`src/rtl/gpsd_pkg.sv`:
```
// ----------------------------------------------------------------------------
// gpsd_pkg
// Shared types, constants and the button decode for the gamepad frame decoder.
// ----------------------------------------------------------------------------
package gpsd_pkg;

    localparam logic [7:0] HEADER_BYTE = 8'h80;
    localparam int         PAYLOAD_LEN = 6;
    localparam int         POS_W       = 3;
    localparam int         SUM_W       = 7;
    localparam int         AXIS_W      = 7;
    localparam int         BTN_W       = 14;
    localparam logic [1:0] PAIR_MASK   = 2'b11;

    // one decoded record
    typedef struct packed {
        logic [BTN_W-1:0]  buttons;
        logic [AXIS_W-1:0] left_x;
        logic [AXIS_W-1:0] left_y;
        logic [AXIS_W-1:0] right_x;
        logic [AXIS_W-1:0] right_y;
    } gpsd_rec_t;

    // b0: payload byte 0 bits 0-4, b1: payload byte 1 bits 0-6
    function automatic logic [BTN_W-1:0] decode_buttons(
        input logic [4:0] b0,
        input logic [6:0] b1
    );
        logic [BTN_W-1:0] m;
        m = '0;
        m[4:0] = b0;
        // both dpad up and down set means start
        if (b1[1:0] == PAIR_MASK)
        begin
            m[12] = 1'b1;
        end
        else
        begin
            m[5] = b1[0];
            m[6] = b1[1];
        end
        // both right and left set means select
        if (b1[3:2] == PAIR_MASK)
        begin
            m[13] = 1'b1;
        end
        else
        begin
            m[7] = b1[2];
            m[8] = b1[3];
        end
        m[11:9] = b1[6:4];
        return m;
    endfunction

endpackage

```
`src/rtl/gamepad_serial_frame_decoder.sv`:
```
// ----------------------------------------------------------------------------
// gamepad_serial_frame_decoder
// Decodes controller serial frames into a button mask and four stick axes.
// ----------------------------------------------------------------------------
// usage
//   input channel: one received byte per transaction on rx_byte, qualified by
//   in_valid and held off by in_stall
//   a frame is header 0x80, six payload bytes, then a checksum equal to the
//   payload sum mod 128; bytes outside a frame other than the header are
//   dropped, and a header inside a frame counts as payload
//   output channel: one record per good frame on buttons and the four axes,
//   qualified by out_valid and held off by out_stall; bad frames give nothing
// timing
//   one byte per cycle sustained while the output is not stalled; a byte is
//   registered on accept, processed by the frame tracker once the output
//   register has room, and the record of a good frame is then written into
//   the output register, which drives out_valid
//   throughput is set by the single tracker step per cycle
// reset and backpressure
//   rst_n clears the input and output valids and returns the tracker to
//   header hunt; a stalled output holds its record, and the input stage then
//   waits, so in_stall goes high once a byte is held behind it
// ----------------------------------------------------------------------------
module gamepad_serial_frame_decoder (
    input  logic                        clk,
    input  logic                        rst_n,
    input  logic                        in_valid,
    output logic                        in_stall,
    input  logic [7:0]                  rx_byte,
    output logic                        out_valid,
    input  logic                        out_stall,
    output logic [gpsd_pkg::BTN_W-1:0]  buttons,
    output logic [gpsd_pkg::AXIS_W-1:0] left_x,
    output logic [gpsd_pkg::AXIS_W-1:0] left_y,
    output logic [gpsd_pkg::AXIS_W-1:0] right_x,
    output logic [gpsd_pkg::AXIS_W-1:0] right_y
);
    import gpsd_pkg::*;

    // input register
    logic       in_vld_reg, in_vld_next;
    logic [7:0] in_byte_reg;

    // output register
    logic       out_vld_reg, out_vld_next;
    gpsd_rec_t  out_rec_reg;

    logic       step;
    logic       rec_valid;
    gpsd_rec_t  rec;
    logic       out_free;
    logic       in_take;

    // the output register can take a new record when empty or being drained
    assign out_free = !out_vld_reg || !out_stall;

    // the held byte advances the tracker only when its result has a place
    assign step     = in_vld_reg && out_free;
    assign in_stall = in_vld_reg && !out_free;
    assign in_take  = in_valid && !in_stall;

    gpsd_frame_fsm u_fsm (
        .clk       (clk),
        .rst_n     (rst_n),
        .step      (step),
        .byte_in   (in_byte_reg),
        .rec_valid (rec_valid),
        .rec       (rec)
    );

    always_comb
    begin
        in_vld_next = in_vld_reg;
        if (in_take)
        begin
            in_vld_next = 1'b1;
        end
        else if (step)
        begin
            in_vld_next = 1'b0;
        end

        out_vld_next = out_vld_reg;
        if (out_free)
        begin
            out_vld_next = step && rec_valid;
        end
    end

    always_ff @(posedge clk or negedge rst_n)
    begin
        if (!rst_n)
        begin
            in_vld_reg  <= 1'b0;
            out_vld_reg <= 1'b0;
        end
        else
        begin
            in_vld_reg  <= in_vld_next;
            out_vld_reg <= out_vld_next;
        end
    end

    // payload registers, no reset
    always_ff @(posedge clk)
    begin
        if (in_take)
        begin
            in_byte_reg <= rx_byte;
        end
        if (step && rec_valid)
        begin
            out_rec_reg <= rec;
        end
    end

    assign out_valid = out_vld_reg;
    assign buttons   = out_rec_reg.buttons;
    assign left_x    = out_rec_reg.left_x;
    assign left_y    = out_rec_reg.left_y;
    assign right_x   = out_rec_reg.right_x;
    assign right_y   = out_rec_reg.right_y;

    a_no_overwrite: assert property (@(posedge clk) disable iff (!rst_n)
        out_vld_reg && out_stall |=> out_vld_reg && $stable(out_rec_reg))
        else $error("stalled record overwritten");

    a_step_needs_byte: assert property (@(posedge clk) disable iff (!rst_n)
        step |-> in_vld_reg)
        else $error("tracker stepped without a held byte");

    a_stall_only_when_full: assert property (@(posedge clk) disable iff (!rst_n)
        in_stall |-> in_vld_reg && out_vld_reg && out_stall)
        else $error("input stalled without a blocked output");

endmodule

```
`src/rtl/gpsd_frame_fsm.sv`:
```
// ----------------------------------------------------------------------------
// gpsd_frame_fsm
// Frame tracker: header hunt, payload capture, running sum and checksum test.
// ----------------------------------------------------------------------------
module gpsd_frame_fsm (
    input  logic                clk,
    input  logic                rst_n,
    input  logic                step,
    input  logic [7:0]          byte_in,
    output logic                rec_valid,
    output gpsd_pkg::gpsd_rec_t rec
);
    import gpsd_pkg::*;

    typedef enum logic {
        ST_HUNT,
        ST_FRAME
    } state_t;

    state_t             state_reg, state_next;
    logic [POS_W-1:0]   pos_reg, pos_next;
    logic [SUM_W-1:0]   sum_reg, sum_next;
    logic [AXIS_W-1:0]  payload_reg [PAYLOAD_LEN];
    logic               store_en;
    logic               at_check;

    assign at_check = (pos_reg >= POS_W'(PAYLOAD_LEN));

    always_comb
    begin
        state_next = state_reg;
        pos_next   = pos_reg;
        sum_next   = sum_reg;
        store_en   = 1'b0;
        rec_valid  = 1'b0;
        case (state_reg)
            ST_HUNT:
            begin
                if (step && byte_in == HEADER_BYTE)
                begin
                    state_next = ST_FRAME;
                    pos_next   = '0;
                    sum_next   = '0;
                end
            end
            ST_FRAME:
            begin
                if (step)
                begin
                    if (!at_check)
                    begin
                        store_en = 1'b1;
                        pos_next = pos_reg + POS_W'(1);
                        sum_next = sum_reg + byte_in[SUM_W-1:0];
                    end
                    else
                    begin
                        // checksum with bit 7 set never matches
                        rec_valid  = (byte_in == {1'b0, sum_reg});
                        state_next = ST_HUNT;
                        pos_next   = '0;
                        sum_next   = '0;
                    end
                end
            end
            default:
            begin
                state_next = ST_HUNT;
            end
        endcase
    end

    always_ff @(posedge clk or negedge rst_n)
    begin
        if (!rst_n)
        begin
            state_reg <= ST_HUNT;
            pos_reg   <= '0;
            sum_reg   <= '0;
        end
        else
        begin
            state_reg <= state_next;
            pos_reg   <= pos_next;
            sum_reg   <= sum_next;
        end
    end

    // payload bit 7 is dropped: it is neither stored nor summed
    always_ff @(posedge clk)
    begin
        if (store_en)
        begin
            payload_reg[pos_reg] <= byte_in[AXIS_W-1:0];
        end
    end

    assign rec.buttons = decode_buttons(payload_reg[0][4:0], payload_reg[1]);
    assign rec.left_x  = payload_reg[2];
    assign rec.left_y  = payload_reg[3];
    assign rec.right_x = payload_reg[4];
    assign rec.right_y = payload_reg[5];

    a_hunt_clear: assert property (@(posedge clk) disable iff (!rst_n)
        state_reg == ST_HUNT |-> pos_reg == '0 && sum_reg == '0)
        else $error("hunt state with stale position or sum");

    a_pos_range: assert property (@(posedge clk) disable iff (!rst_n)
        pos_reg <= POS_W'(PAYLOAD_LEN))
        else $error("byte position past checksum slot");

    a_rec_only_at_check: assert property (@(posedge clk) disable iff (!rst_n)
        rec_valid |-> step && state_reg == ST_FRAME && at_check)
        else $error("record outside checksum byte");

    a_pos_advance: assert property (@(posedge clk) disable iff (!rst_n)
        store_en |=> pos_reg == $past(pos_reg) + POS_W'(1))
        else $error("position did not advance on payload byte");

endmodule
```
`config.mk`:
```
export PLATFORM = sky130hd
export DESIGN_NAME = gamepad_serial_frame_decoder
export DESIGN_NICKNAME = d
export VERILOG_FILES = /design/src/rtl/gpsd_pkg.sv /design/src/rtl/gamepad_serial_frame_decoder.sv /design/src/rtl/gpsd_frame_fsm.sv
export SDC_FILE = /design/constraint.sdc
export NUM_CORES = 1
export LEC_CHECK = 0
export BUFFER_PORTS_ARGS = -buffer_cell sky130_fd_sc_hd__clkbuf_2
export CAP_MARGIN = 20
export CORE_UTILIZATION = 45
export DETAILED_ROUTE_END_ITERATION = 7
export GPL_ROUTABILITY_DRIVEN = 0
export GPL_TIMING_DRIVEN = 0
export PLACE_DENSITY = 0.65
export RECOVER_POWER = 100
export SLEW_MARGIN = 10
export SYNTH_ARGS = -nofsm -noshare
export SYNTH_HDL_FRONTEND = slang
export SYNTH_SLANG_ARGS = --single-unit
export TNS_END_PERCENT = 5
```
`constraint.sdc`:
```
create_clock -name clk -period 4.4 [get_ports clk]
set_input_delay 0.66 -clock clk [delete_from_list [all_inputs] [get_ports clk]]
set_output_delay 0.66 -clock clk [all_outputs]
set_load 0.1 [all_outputs]
```
# == After elaboration in Yosys (flattened, before gate mapping) ==
# Memories as Yosys holds them, arrays and structs flattened. A register that Yosys moved wholly into a read port is not among the register bits.
# Cells that the tools add are included.
# totals
reg_bits,35
mem_bits_rw,42
inputBits,12
out_inout_bits,44
word_cells,55
n_memories,1
# mem_list
memory,depth,width,read_ports,rd_clocked_by_memory_dff,wr,line_no,rtl
u_fsm.payload_reg,6,7,6,5,1,gpsd_frame_fsm.sv:23,logic [AXIS_W-1:0] payload_reg [PAYLOAD_LEN];
# classes
add_sub_neg,2
magnitude_cmp,1
eq_ne,6
mux,23
n_bitwise,1
n_reduce_logical,12
# ops
operator,count
two-way mux 7 bit,3
two-way mux 1 bit,14
one-hot mux 7 bit (2 select lines),1
two-way mux 3 bit,3
equality test 8 x 7 -> 1 bit,1
"equality test 8 bit, second input constant",1
adder 7 bit,1
one-hot mux 3 bit (2 select lines),1
logical AND 1 bit,5
"equality test 2 bit, second input constant",2
zero test 1 bit,4
"adder 3 x 1 -> 3 bit, second input constant",1
"greater-or-equal comparator 3 bit, second input constant",1
"!= test 2 x 1 -> 1 bit, second input constant",1
"!= test 2 bit, second input constant",1
one-hot mux 1 bit (2 select lines),1
AND reduction 2 bit,1
nonzero test 2 bit,1
logical OR 1 bit,1
NOT 1 bit,1

# == Depth between registers and ports, before layout ==
# Gate-level depths: netlist of run 1.
# depth
ltp_word,7
mapped_depth,7

# == Modules after synthesis ==
# From an unflattened synthesis of run 1, not the netlist that was laid out.
# hier_totals
cells_unflattened,211
area_unflattened_um2,3812.4
# modules_own_cells
mod,instances,cells_each,area_per_inst_um2,seq_area_each_um2
gpsd_frame_fsm,1,150,2212.1,1476.4
gamepad_serial_frame_decoder,1,61,1600.3,1551.5

# == Least setup slack after synthesis of run 1 ==
# No wires, ideal clock.
# synth_timing
kind,reg2reg
start,"reg out_vld_reg, in the netlist out_valid"
end,reg buttons[0] (netlist name)
setup_time_ps,468
arrival_ps,3826
path_slack_ps,106
stages_incl_launch_ff,4
path_buffers,0
period_less_slack_ps,4294
path_cell_list,dfrtp_1 a21boi_2 nand2_1 nor4_2
# synth_via
elab_chain_cells,6
# synth_lines
item,line_no,rtl
start: declaration,gamepad_serial_frame_decoder.sv:45,"logic out_vld_reg, out_vld_next;"
start signal: assignment,gamepad_serial_frame_decoder.sv:100,out_vld_reg <= out_vld_next;
zero test 1 bit *,gamepad_serial_frame_decoder.sv:55,assign out_free = !out_vld_reg || !out_stall;
logical OR 1 bit *,gamepad_serial_frame_decoder.sv:55,
logical AND 1 bit *,gamepad_serial_frame_decoder.sv:58,assign step = in_vld_reg && out_free;
two-way mux 1 bit,gpsd_frame_fsm.sv:48,if (step)
two-way mux 1 bit,gpsd_frame_fsm.sv:36,case (state_reg)
logical AND 1 bit *,gamepad_serial_frame_decoder.sv:111,if (step && rec_valid)
# Mark *: on every way between the ends. The rest lies on a longest branch, timed or not.
# A chain may end at the register's enable or synchronous reset.

# == Worst setup path in the final report of run 1 ==
# layout_timing
start,reg in_byte_reg[2]
end,reg buttons[4] (netlist name)
# layout_via
elab_chain_cells,5
# layout_lines
item,line_no,rtl
start: declaration,gamepad_serial_frame_decoder.sv:42,logic [7:0] in_byte_reg;
start signal: assignment,gamepad_serial_frame_decoder.sv:109,in_byte_reg <= rx_byte;
equality test 8 x 7 -> 1 bit,gpsd_frame_fsm.sv:59,"rec_valid = (byte_in == {1'b0, sum_reg});"
two-way mux 1 bit,gpsd_frame_fsm.sv:50,if (!at_check)
two-way mux 1 bit,gpsd_frame_fsm.sv:48,
two-way mux 1 bit,gpsd_frame_fsm.sv:36,
logical AND 1 bit,gamepad_serial_frame_decoder.sv:111,
# Every way passes these cells.

==> out/qor.txt, run 1 <==
DP Cell Count: 349
Post-CTS Setup Inserts: 0
Total gr overflow: 0
Global-route wire length before repair: 8714 um
Most frequent cells in the layout: edfxtp_1 (90), clkbuf_1 (50), dfrtp_1 (13)
Clk_skew: 0.006823 ns
Final nets: 280
Iter 0 DRT Violations: 70
Drt wl/cell: 15.09 um
Post-Syn Instances: 189
Crit path capture type: flip-flop
Worst EP required: 4.47 ns
CTS Buffer Depth: 2
Commonest non-fill, non-tap cell in the layout: edfxtp_1
Total Die Area: 8472 um^2
Initial antenna violation count: 0
R2R cell count: 7
Met3 track demand over resource: 3.814%
Number of synthesized flops with an enable pin: 90
# diodes: 0
Combinational family with the most area after synthesis: simple AND/OR/NAND/NOR gates
TritonCTS clock tree: done
Post-route insts no fill: 366
Mux contribution to synthesized area: 0%
Critical path arrival: 3.46 ns
Fin. Hold Viols: 0
Ratio of cells with drive above 1 in the final layout: 12.12%
Synth Area in Compound Gates: 5.864%
GR Util met2: 22.26%
Vias in the first global route: 1729
TNS Setup: 0 ns
Syn Nets: 210
Setup Viol. Count Final: 0
DRT Pass-1 Iters: 4
IO Port Bufs: 55
# rows: 32
Die height: 92.05 um
Yosys cell types: 37
Via count: 1801
Largest net degree at the start of global routing: 19
R2r setup slk: 1.01 ns
Met1 usage: 18.55%
Core area: 7767 um^2
Vias/cell: 4.921
Slew @ Worst Pin: 1.367 ns
Fmax: 294.7 MHz
Crit path time final: 3.394 ns
Die outline width: 92.05 um
Asr flop ratio synth: 12.62%
Root buffer cell: clkbuf_8
Slew Viols, Final: 0
Hpwl dp: 3769 um
Mean Syn Cell Area: 19.30 um^2
Tot Pwr: 1948 uW
Flip-flop count of the largest register after layout: 40
Max-cap violations: 0
Netlist Area Pre-Place: 3648 um^2
Xor/xnor share of the synthesized area: 1.200%
IO Count: 56
CTS hold repair buffers: 0
Seq/Total Area, Yosys: 82.99%
Crit Path Class: reg2reg
P per Cell Area: 465.5 nW/um^2
#FFs+latches synth: 103
# H-tree levels: 3
Relative slew slack: 7.554%
Simple-gate portion of the synthesized area: 6.139%
Peak supply drop: 0.0001938 V
Sink Count: 103
Clock-pin slew on the worst setup and hold paths: 0.09 ns
GR peak layer: met2
GR Util All Layers: 13.99%
Post-Synth Adder-Cell Area: 3.292%
Finished Cell Area: 4184 um^2
RSZ-0062 raised after global routing: no
Main flop type after synthesis: edfxtp_1
Min-Delay Path Class: in2async
Clk Latency, worst-skew pair: 0.35 ns
Worst-path fanout max: 13
Initial Util: 46.97%
Startpoint types: flip-flop
Post-CTS sizing: 0
Placed cell area: 4116 um^2
Leakage: 0.001466 uW
Period utilization: 77.13%
Yosys warnings: 0
Residual DRC: 0
Status: finished, final reports clean
Routed Wire Length: 5524 um
P&R area growth vs syn: 14.68%
Antenna viol nets, final: 0
CTS Buf Count: 9
final cells by class:
type                       instances  area [um^2]
fill                             630         3583
sequential                       103         3028
multi-input combinational         81        576.8
timing repair buffer              59        249.0
clock buffer                      11        141.4
tap                              102        127.6
clock inverter                     5        42.54
inverter                           3        11.26
buffer                             2        7.507
worst paths after layout:
kind / from / endpoint
min in group clk: u_fsm.payload_reg[5][3] / right_y[3]
worst min register to register: u_fsm.payload_reg[5][3] / right_y[3]
max in group asynchronous: rst_n / u_fsm.sum_reg[6]
worst min-delay path: rst_n / u_fsm.pos_reg[0]
worst max-delay path: in_byte_reg[2] / buttons[4]
worst max register to register: in_byte_reg[2] / buttons[4]
power breakdown:
group | internal, uW | switching [uW]
sequential | 1110 | 50.3
combinational | 106 | 143
clock | 226 | 307
total | 1450 | 500
cell usage after synthesis (2+ instances only):
| cell type | number | share of area [%] |
|---|---|---|
| edfxtp_1 | 90 | 74 |
| dfrtp_1 | 13 | 8.9 |
| nand2_1 | 9 | 0.93 |
| ha_1 | 8 | 2.7 |
| o21ai_0 | 6 | 0.82 |
| a21oi_1 | 5 | 0.69 |
| nor2_1 | 4 | 0.41 |
| nor2b_1 | 4 | 0.69 |
| nor4_1 | 4 | 0.69 |
| xor2_1 | 4 | 0.96 |
| a21o_1 | 3 | 0.62 |
| and2_1 | 3 | 0.51 |
| inv_1 | 3 | 0.31 |
| o21ai_1 | 3 | 0.41 |
| a211oi_1 | 2 | 0.41 |
| a22o_1 | 2 | 0.48 |
| a31oi_1 | 2 | 0.34 |
| and3_1 | 2 | 0.34 |
| clkbuf_1 | 2 | 0.21 |
| nand3_1 | 2 | 0.27 |
| nor4b_1 | 2 | 0.48 |
cell families after synthesis:
family | count (synthesis)
flops | 103
simple gates | 38
compound gates | 29
fa+ha+maj | 9
xor+xnor | 5
buf+inv | 5
through the flow:
stage | worst slack, ns | utilization, % | hold WS [ns]
2_1_floorplan | 0.1065 | - | 0.3644
3_3_place_gp | -0.7485 | 52.16 | 0.4005
3_5_place_dp | 1.424 | 53.00 | 0.4045
4_1_cts | 1.410 | 55.36 | 0.1967
5_1_grt | 0.7814 | 53.87 | 0.3850
6_report | 1.006 | 53.87 | 0.3555
metal layers:
layer	wire length [um]	part of all wire [%]
met1	2494	45
met2	2544	46
met3	420	7.6
met4	65	1.2
met5	0	0
worst max-delay path, stage by stage, from the launching register on:
cell and delay (ns):
edfxtp_1 0.56, ha_1 0.44, nor4_1 0.31, nand2_1 0.15, nor4_4 0.56, clkbuf_1 0.68, buf_6 0.25, buf_6 0.17
Note: power is estimated with default switching activity, not from simulation.
==> run 2: changes to the inputs <==
ABC_AREA = 1   (was default)
clock period = 3.08 ns   (was 4.4 ns; I/O delays follow)
==> run 2 against run 1 <==
  * Routed wire length rose by 4.6%
  * Flip-flop and latch count is the same
  * Fmax increased by 35%
  * Hold slack got worse by 0.078 ns
==> out/qor.txt, run 2 <==
Initial Util: 47.27%
Post-CTS sizing: 0
Main flop type after synthesis: edfxtp_1
P per Cell Area: 664.4 nW/um^2
Most frequent cells after synthesis: edfxtp_1 (90), nand2_1 (44), nand3_1 (24)
Total gr overflow: 0
DP Cell Count: 396
DRT Pass-1 Iters: 4
Crit path to: u_fsm.payload_reg[4][5]
Clk_skew: 0.01486 ns
Iter 0 DRT Violations: 62
Largest area contributor in the synthesized netlist: edfxtp_1
Slew Viols, Final: 0
#FFs+latches synth: 103
Yosys top cell area share: 72.85%
Worst EP required: 3.08 ns
# rows: 32
Crit path capture type: flip-flop
Worst slack at placement: 0.7719 ns
Final nets: 329
Most frequent cells in the layout: edfxtp_1 (90), clkbuf_1 (48), nand2_1 (44), nand3_1 (25), inv_1 (22)
Total Die Area: 8611 um^2
Netlist Area Pre-Place: 3710 um^2
R2R Path Start: u_fsm.pos_reg[0]
RSZ-0062 raised after global routing: no
Clk Latency, worst-skew pair: 0.37 ns
Via count: 1969
Asr flop ratio synth: 12.62%
Peak supply drop: 0.0002690 V
Crit path time final: 2.508 ns
Crit Path Class: reg2reg
Flip-flop count of the largest register after layout: 40
Fmax: 398.7 MHz
# H-tree levels: 3
GR Util All Layers: 14.74%
Period utilization: 81.44%
Fin. Hold Viols: 0
Root buffer cell: clkbuf_8
Die height: 92.80 um
Number of synthesized flops with an enable pin: 90
Initial antenna violation count: 0
Yosys warnings: 0
Global-route wire length before repair: 9342 um
CTS Buf Count: 9
Post-route insts no fill: 415
Routed Wire Length: 5776 um
Residual DRC: 0
Syn Nets: 259
IO Count: 56
R2r endpoint: u_fsm.payload_reg[4][5]
CTS Buffer Depth: 2
Leakage: 0.001607 uW
P&R area growth vs syn: 15.21%
Status: finished, final reports clean
Sink Count: 103
Yosys cell types: 23
Worst setup path startpoint: u_fsm.pos_reg[0]
Seq/Total Area, Yosys: 81.62%
Vias in the first global route: 1887
Hold path startpoint: rx_byte[4]
Worst-path fanout max: 8
Largest net degree at the start of global routing: 32
Max-cap violations: 0
Top cells by area, synth: edfxtp_1 (73%), dfrtp_1 (8.8%), nand2_1 (4.5%)
Setup Viol. Count Final: 0
TritonCTS clock tree: done
Finished Cell Area: 4274 um^2
Clock-pin slew on the worst setup and hold paths: 0.10 ns
Startpoint types: flip-flop
Worst Setup Slack, final: 0.5717 ns
Post-Syn Instances: 238
Commonest non-fill, non-tap cell in the layout: edfxtp_1
Ratio of cells with drive above 1 in the final layout: 9.585%
R2r setup slk: 0.57 ns
Mean Syn Cell Area: 15.59 um^2
Core area: 7848 um^2
Die outline width: 92.80 um
Drt wl/cell: 13.92 um
Antenna viol nets, final: 0
R2R cell count: 7
Critical path arrival: 2.51 ns
Hpwl dp: 3783 um
Most instantiated library cell after synthesis: edfxtp_1
Vias/cell: 4.745
Placed cell area: 4140 um^2
Relative slew slack: 21.59%
IO Port Bufs: 55
Slew @ Worst Pin: 1.181 ns
Min-Delay Path Class: in2reg
# diodes: 0
==> run 2: changes by cell type after synthesis, moves of 3 or more <==
cell	previous run	this run
nand2_1	9	44
nand3_1	2	24
inv_1	3	21
nor2_1	4	19
o21ai_0	6	1
nor2b_1	4	0
nor4_1	4	0
a21o_1	3	0
a21oi_1	5	2
and2_1	3	0
xor2_1	4	1
==> run 2: power breakdown <==
group	internal (uW)	leakage (uW)	switching, uW
combinational	150	0.000527	227
sequential	1590	0.000984	76.0
clock	313	0.0000961	479
==> run 2: worst min-delay path by stage <==
stage                       end  slack (ns)  depth (start not counted)
2_1_floorplan        in_vld_reg        0.17                          0
3_3_place_gp   u_fsm.sum_reg[4]        0.39                          1
3_5_place_dp   u_fsm.sum_reg[4]        0.39                          1
4_1_cts          in_byte_reg[6]        0.27                          1
5_1_grt          in_byte_reg[5]        0.27                          1
6_report         in_byte_reg[4]        0.28                          1
==> run 2: layout make-up <==
type	instances	area, um^2
inverters	22	82.58
clock inverters	7	61.31
clock buffers	9	123.9
flip-flops and latches	103	3028
well taps	102	127.6
plain buffers	1	3.754
repair buffers	59	256.5
fillers	685	3573
multi-input cells	112	590.6
==> run 2: through the flow <==
stage	utilization (%)	hold WS [ns]	total power [uW]	setup TNS, ns
global route	54.46	0.2723	3005	0
global placement	52.44	0.3942	2066	-6.768
detailed placement	52.76	0.3906	2082	0
CTS	55.25	0.2662	2855	0
finish	54.46	0.2775	2840	0
floorplan	-	0.1664	1985	-0.1036
==> run 2: what timing repair did <==
| action | 4_1_cts | 5_1_grt |
|---|---|---|
| setup endpoints to repair | 0 | 0 |
| setup buffers | 0 | 0 |
| endpoints found under the hold margin | 4 | 0 |
| hold buffers | 1 | 0 |
==> run 2: cell families (layout without fill, tap and decap cells) <==
| kind of cell | after synthesis | count (layout) | synth area share (%) |
|---|---|---|---|
| compound gates | 5 | 5 | 0.9779 |
| xor+xnor | 2 | 2 | 0.4723 |
| fa+ha+maj | 9 | 9 | 3.238 |
| buf+inv | 23 | 98 | 2.530 |
| flops | 103 | 103 | 81.62 |
| simple gates | 96 | 96 | 11.16 |
==> run 2: per-layer routing <==
| layer | part of all wire (%) | global-route usage, % | up-vias |
|---|---|---|---|
| met4 | 1.8 | 6.154 | 0 |
| met5 | 0 | 0 | - |
| met2 | 47 | 23.59 | 63 |
| met3 | 5.2 | 3.284 | 13 |
| met1 | 46 | 19.52 | 921 |
| li1 | - | - | 972 |
==> run 2: critical path: stages, from the launching register on <==
cell     delay [ns]
dfrtp_1        0.38
inv_1          0.10
ha_1           0.20
o21ai_0        0.24
nand3_1        0.25
inv_1          0.29
nand2_1        0.18
nor2_1         0.50
==> run 3: changes to the inputs <==
clock period = 2.21 ns   (was 3.08 ns; I/O delays follow)
==> run 3 against run 2 <==
  * Final area increased by 3.3%
  * Die area unchanged
  * Total power increased by 47%
  * Routed wire length increased by 8.4%
  * Register-to-register slack got worse by 0.57 ns
  * Via count increased by 2.6%
  * Sequential share of layout area decreased by 2.3 points
  * Hold slack got worse by 0.13 ns
  * Cell count increased by 1.4%
  * Core utilization increased by 1.8 points
  * Sequential power increased by 39%
==> out/qor.txt, run 3 (synthesis results as in run 2) <==
Worst Setup Slack, final: 0.005607 ns
Startpoint types: flip-flop
Fmax: 453.6 MHz
TritonCTS clock tree: done
Slew @ Worst Pin: 1.177 ns
Root buffer cell: clkbuf_8
Antenna viol nets, final: 0
GR Util met2: 25.67%
# H-tree levels: 3
Total gr overflow: 0
Initial Util: 47.27%
Clock-pin slew on the worst setup and hold paths: 0.10 ns
Storage element area: 3029 um^2
Crit path to: u_fsm.payload_reg[4][5]
Worst setup path startpoint: u_fsm.pos_reg[0]
Hold path startpoint: rx_byte[6]
Flip-flop count of the largest register after layout: 40
CTS Buf Count: 9
Initial antenna violation count: 0
Peak supply drop: 0.0004985 V
Period utilization: 99.75%
Commonest non-fill, non-tap cell in the layout: edfxtp_1
Met1 usage: 20.78%
Slew Viols, Final: 0
Min-Delay Path Class: in2reg
CTS Buffer Depth: 2
# rows: 32
Largest net degree at the start of global routing: 19
Die height: 92.80 um
Drt wl/cell: 14.87 um
P&R area growth vs syn: 19.06%
Final nets: 335
R2r endpoint: u_fsm.payload_reg[4][5]
DRT Pass-1 Iters: 4
Worst Hold Depth: 1
Routed Wire Length: 6261 um
Multi-input combinational cell area: 659.4 um^2
Max-cap violations: 0
IO Count: 56
Clk Latency, worst-skew pair: 0.35 ns
Core area: 7848 um^2
Setup Viol. Count Final: 0
Status: finished, final reports clean
Ratio of cells with drive above 1 in the final layout: 15.05%
Crit path time final: 2.204 ns
R2R cell count: 7
Worst EP required: 2.23 ns
Total Die Area: 8611 um^2
Worst slack at placement: -0.4917 ns
Global-route wire length before repair: 9956 um
Crit Path Class: reg2reg
Hpwl dp: 3751 um
# diodes: 0
Number of fill cells in the layout: 666
Leakage: 0.001642 uW
Die outline width: 92.80 um
Vias/cell: 4.800
Fin. Hold Viols: 0
Vias in the first global route: 1961
RSZ-0062 raised after global routing: yes
Via count: 2021
R2R Path Start: u_fsm.pos_reg[0]
GR peak layer: met2
Residual DRC: 0
Relative slew slack: 21.85%
Worst-path fanout max: 8
Hold_ws: 0.1504 ns
Critical path arrival: 2.22 ns
Iter 0 DRT Violations: 108
Clk_skew: 0.01239 ns
GR Util All Layers: 15.94%
Crit path capture type: flip-flop
R2r setup slk: 0.006 ns
Sink Count: 103
IO Port Bufs: 55
Met3 track demand over resource: 4.187%
P per Cell Area: 942.5 nW/um^2
Most frequent cells in the layout: edfxtp_1 (90), clkbuf_1 (48), nand2_1 (43), nand3_1 (24), inv_1 (21)
## run 3: through the flow
step	power (uW)	cell area (um^2)	utilization, %	cells	setup TNS (ns)
floorplan	2767	3726	-	238	0
global placement	2880	4129	52.61	395	-17.83
detailed placement	2902	4129	52.61	395	-22.32
CTS	4198	4481	57.10	421	-0.9702
global route	4401	4417	56.28	421	-2.682
finish	4163	4417	56.28	421	0
## run 3: where the power goes
| group | total, uW | leakage, uW | switching, uW | internal, uW |
|---|---|---|---|---|
| registers | 2320 | 0.000983 | 98.7 | 2220 |
| logic | 563 | 0.000546 | 351 | 212 |
| clock network | 1280 | 0.000114 | 628 | 652 |
## run 3: what timing repair did
item,in CTS,in global routing
hold buffers,1,0
pin swaps,2,2
endpoints found under the setup margin,77,55
gates cloned,3,0
buffers inserted,6,0
resized for setup,7,5
hold endpoints to repair,13,0
## run 3: worst min path at each step
stage,slack [ns],to
after floorplan,0.04,in_vld_reg
after global placement,0.27,u_fsm.sum_reg[4]
after detailed placement,0.26,u_fsm.sum_reg[4]
after CTS,0.13,in_byte_reg[3]
after global routing,0.13,in_byte_reg[3]
final,0.15,in_byte_reg[6]
## run 3: layer usage
| metal | up-vias | share of wire [%] | wire length, um |
|---|---|---|---|
| met4 | 0 | 2.1 | 132 |
| met2 | 68 | 48 | 2990 |
| met5 | - | 0 | 0 |
| met3 | 10 | 7.8 | 486 |
| li1 | 990 | - | - |
| met1 | 953 | 42 | 2652 |
## run 3: area by class of cell
type | instances | share of cell area [%]
Buffer | 1 | 0.08499
Clock buffer | 9 | 2.805
Clock inverter | 7 | 2.295
Inverter | 22 | 1.870
Multi-Input combinational cell | 115 | 14.93
Sequential cell | 103 | 68.58
Tap cell | 102 | 2.890
Timing Repair Buffer | 62 | 6.544
## run 3: critical path, stage by stage (launching register included)
cell,delay [ns]
dfrtp_1,0.39
inv_1,0.13
ha_1,0.22
o21ai_1,0.20
nand3_2,0.22
inv_2,0.20
nand2_1,0.17
nor2_2,0.34
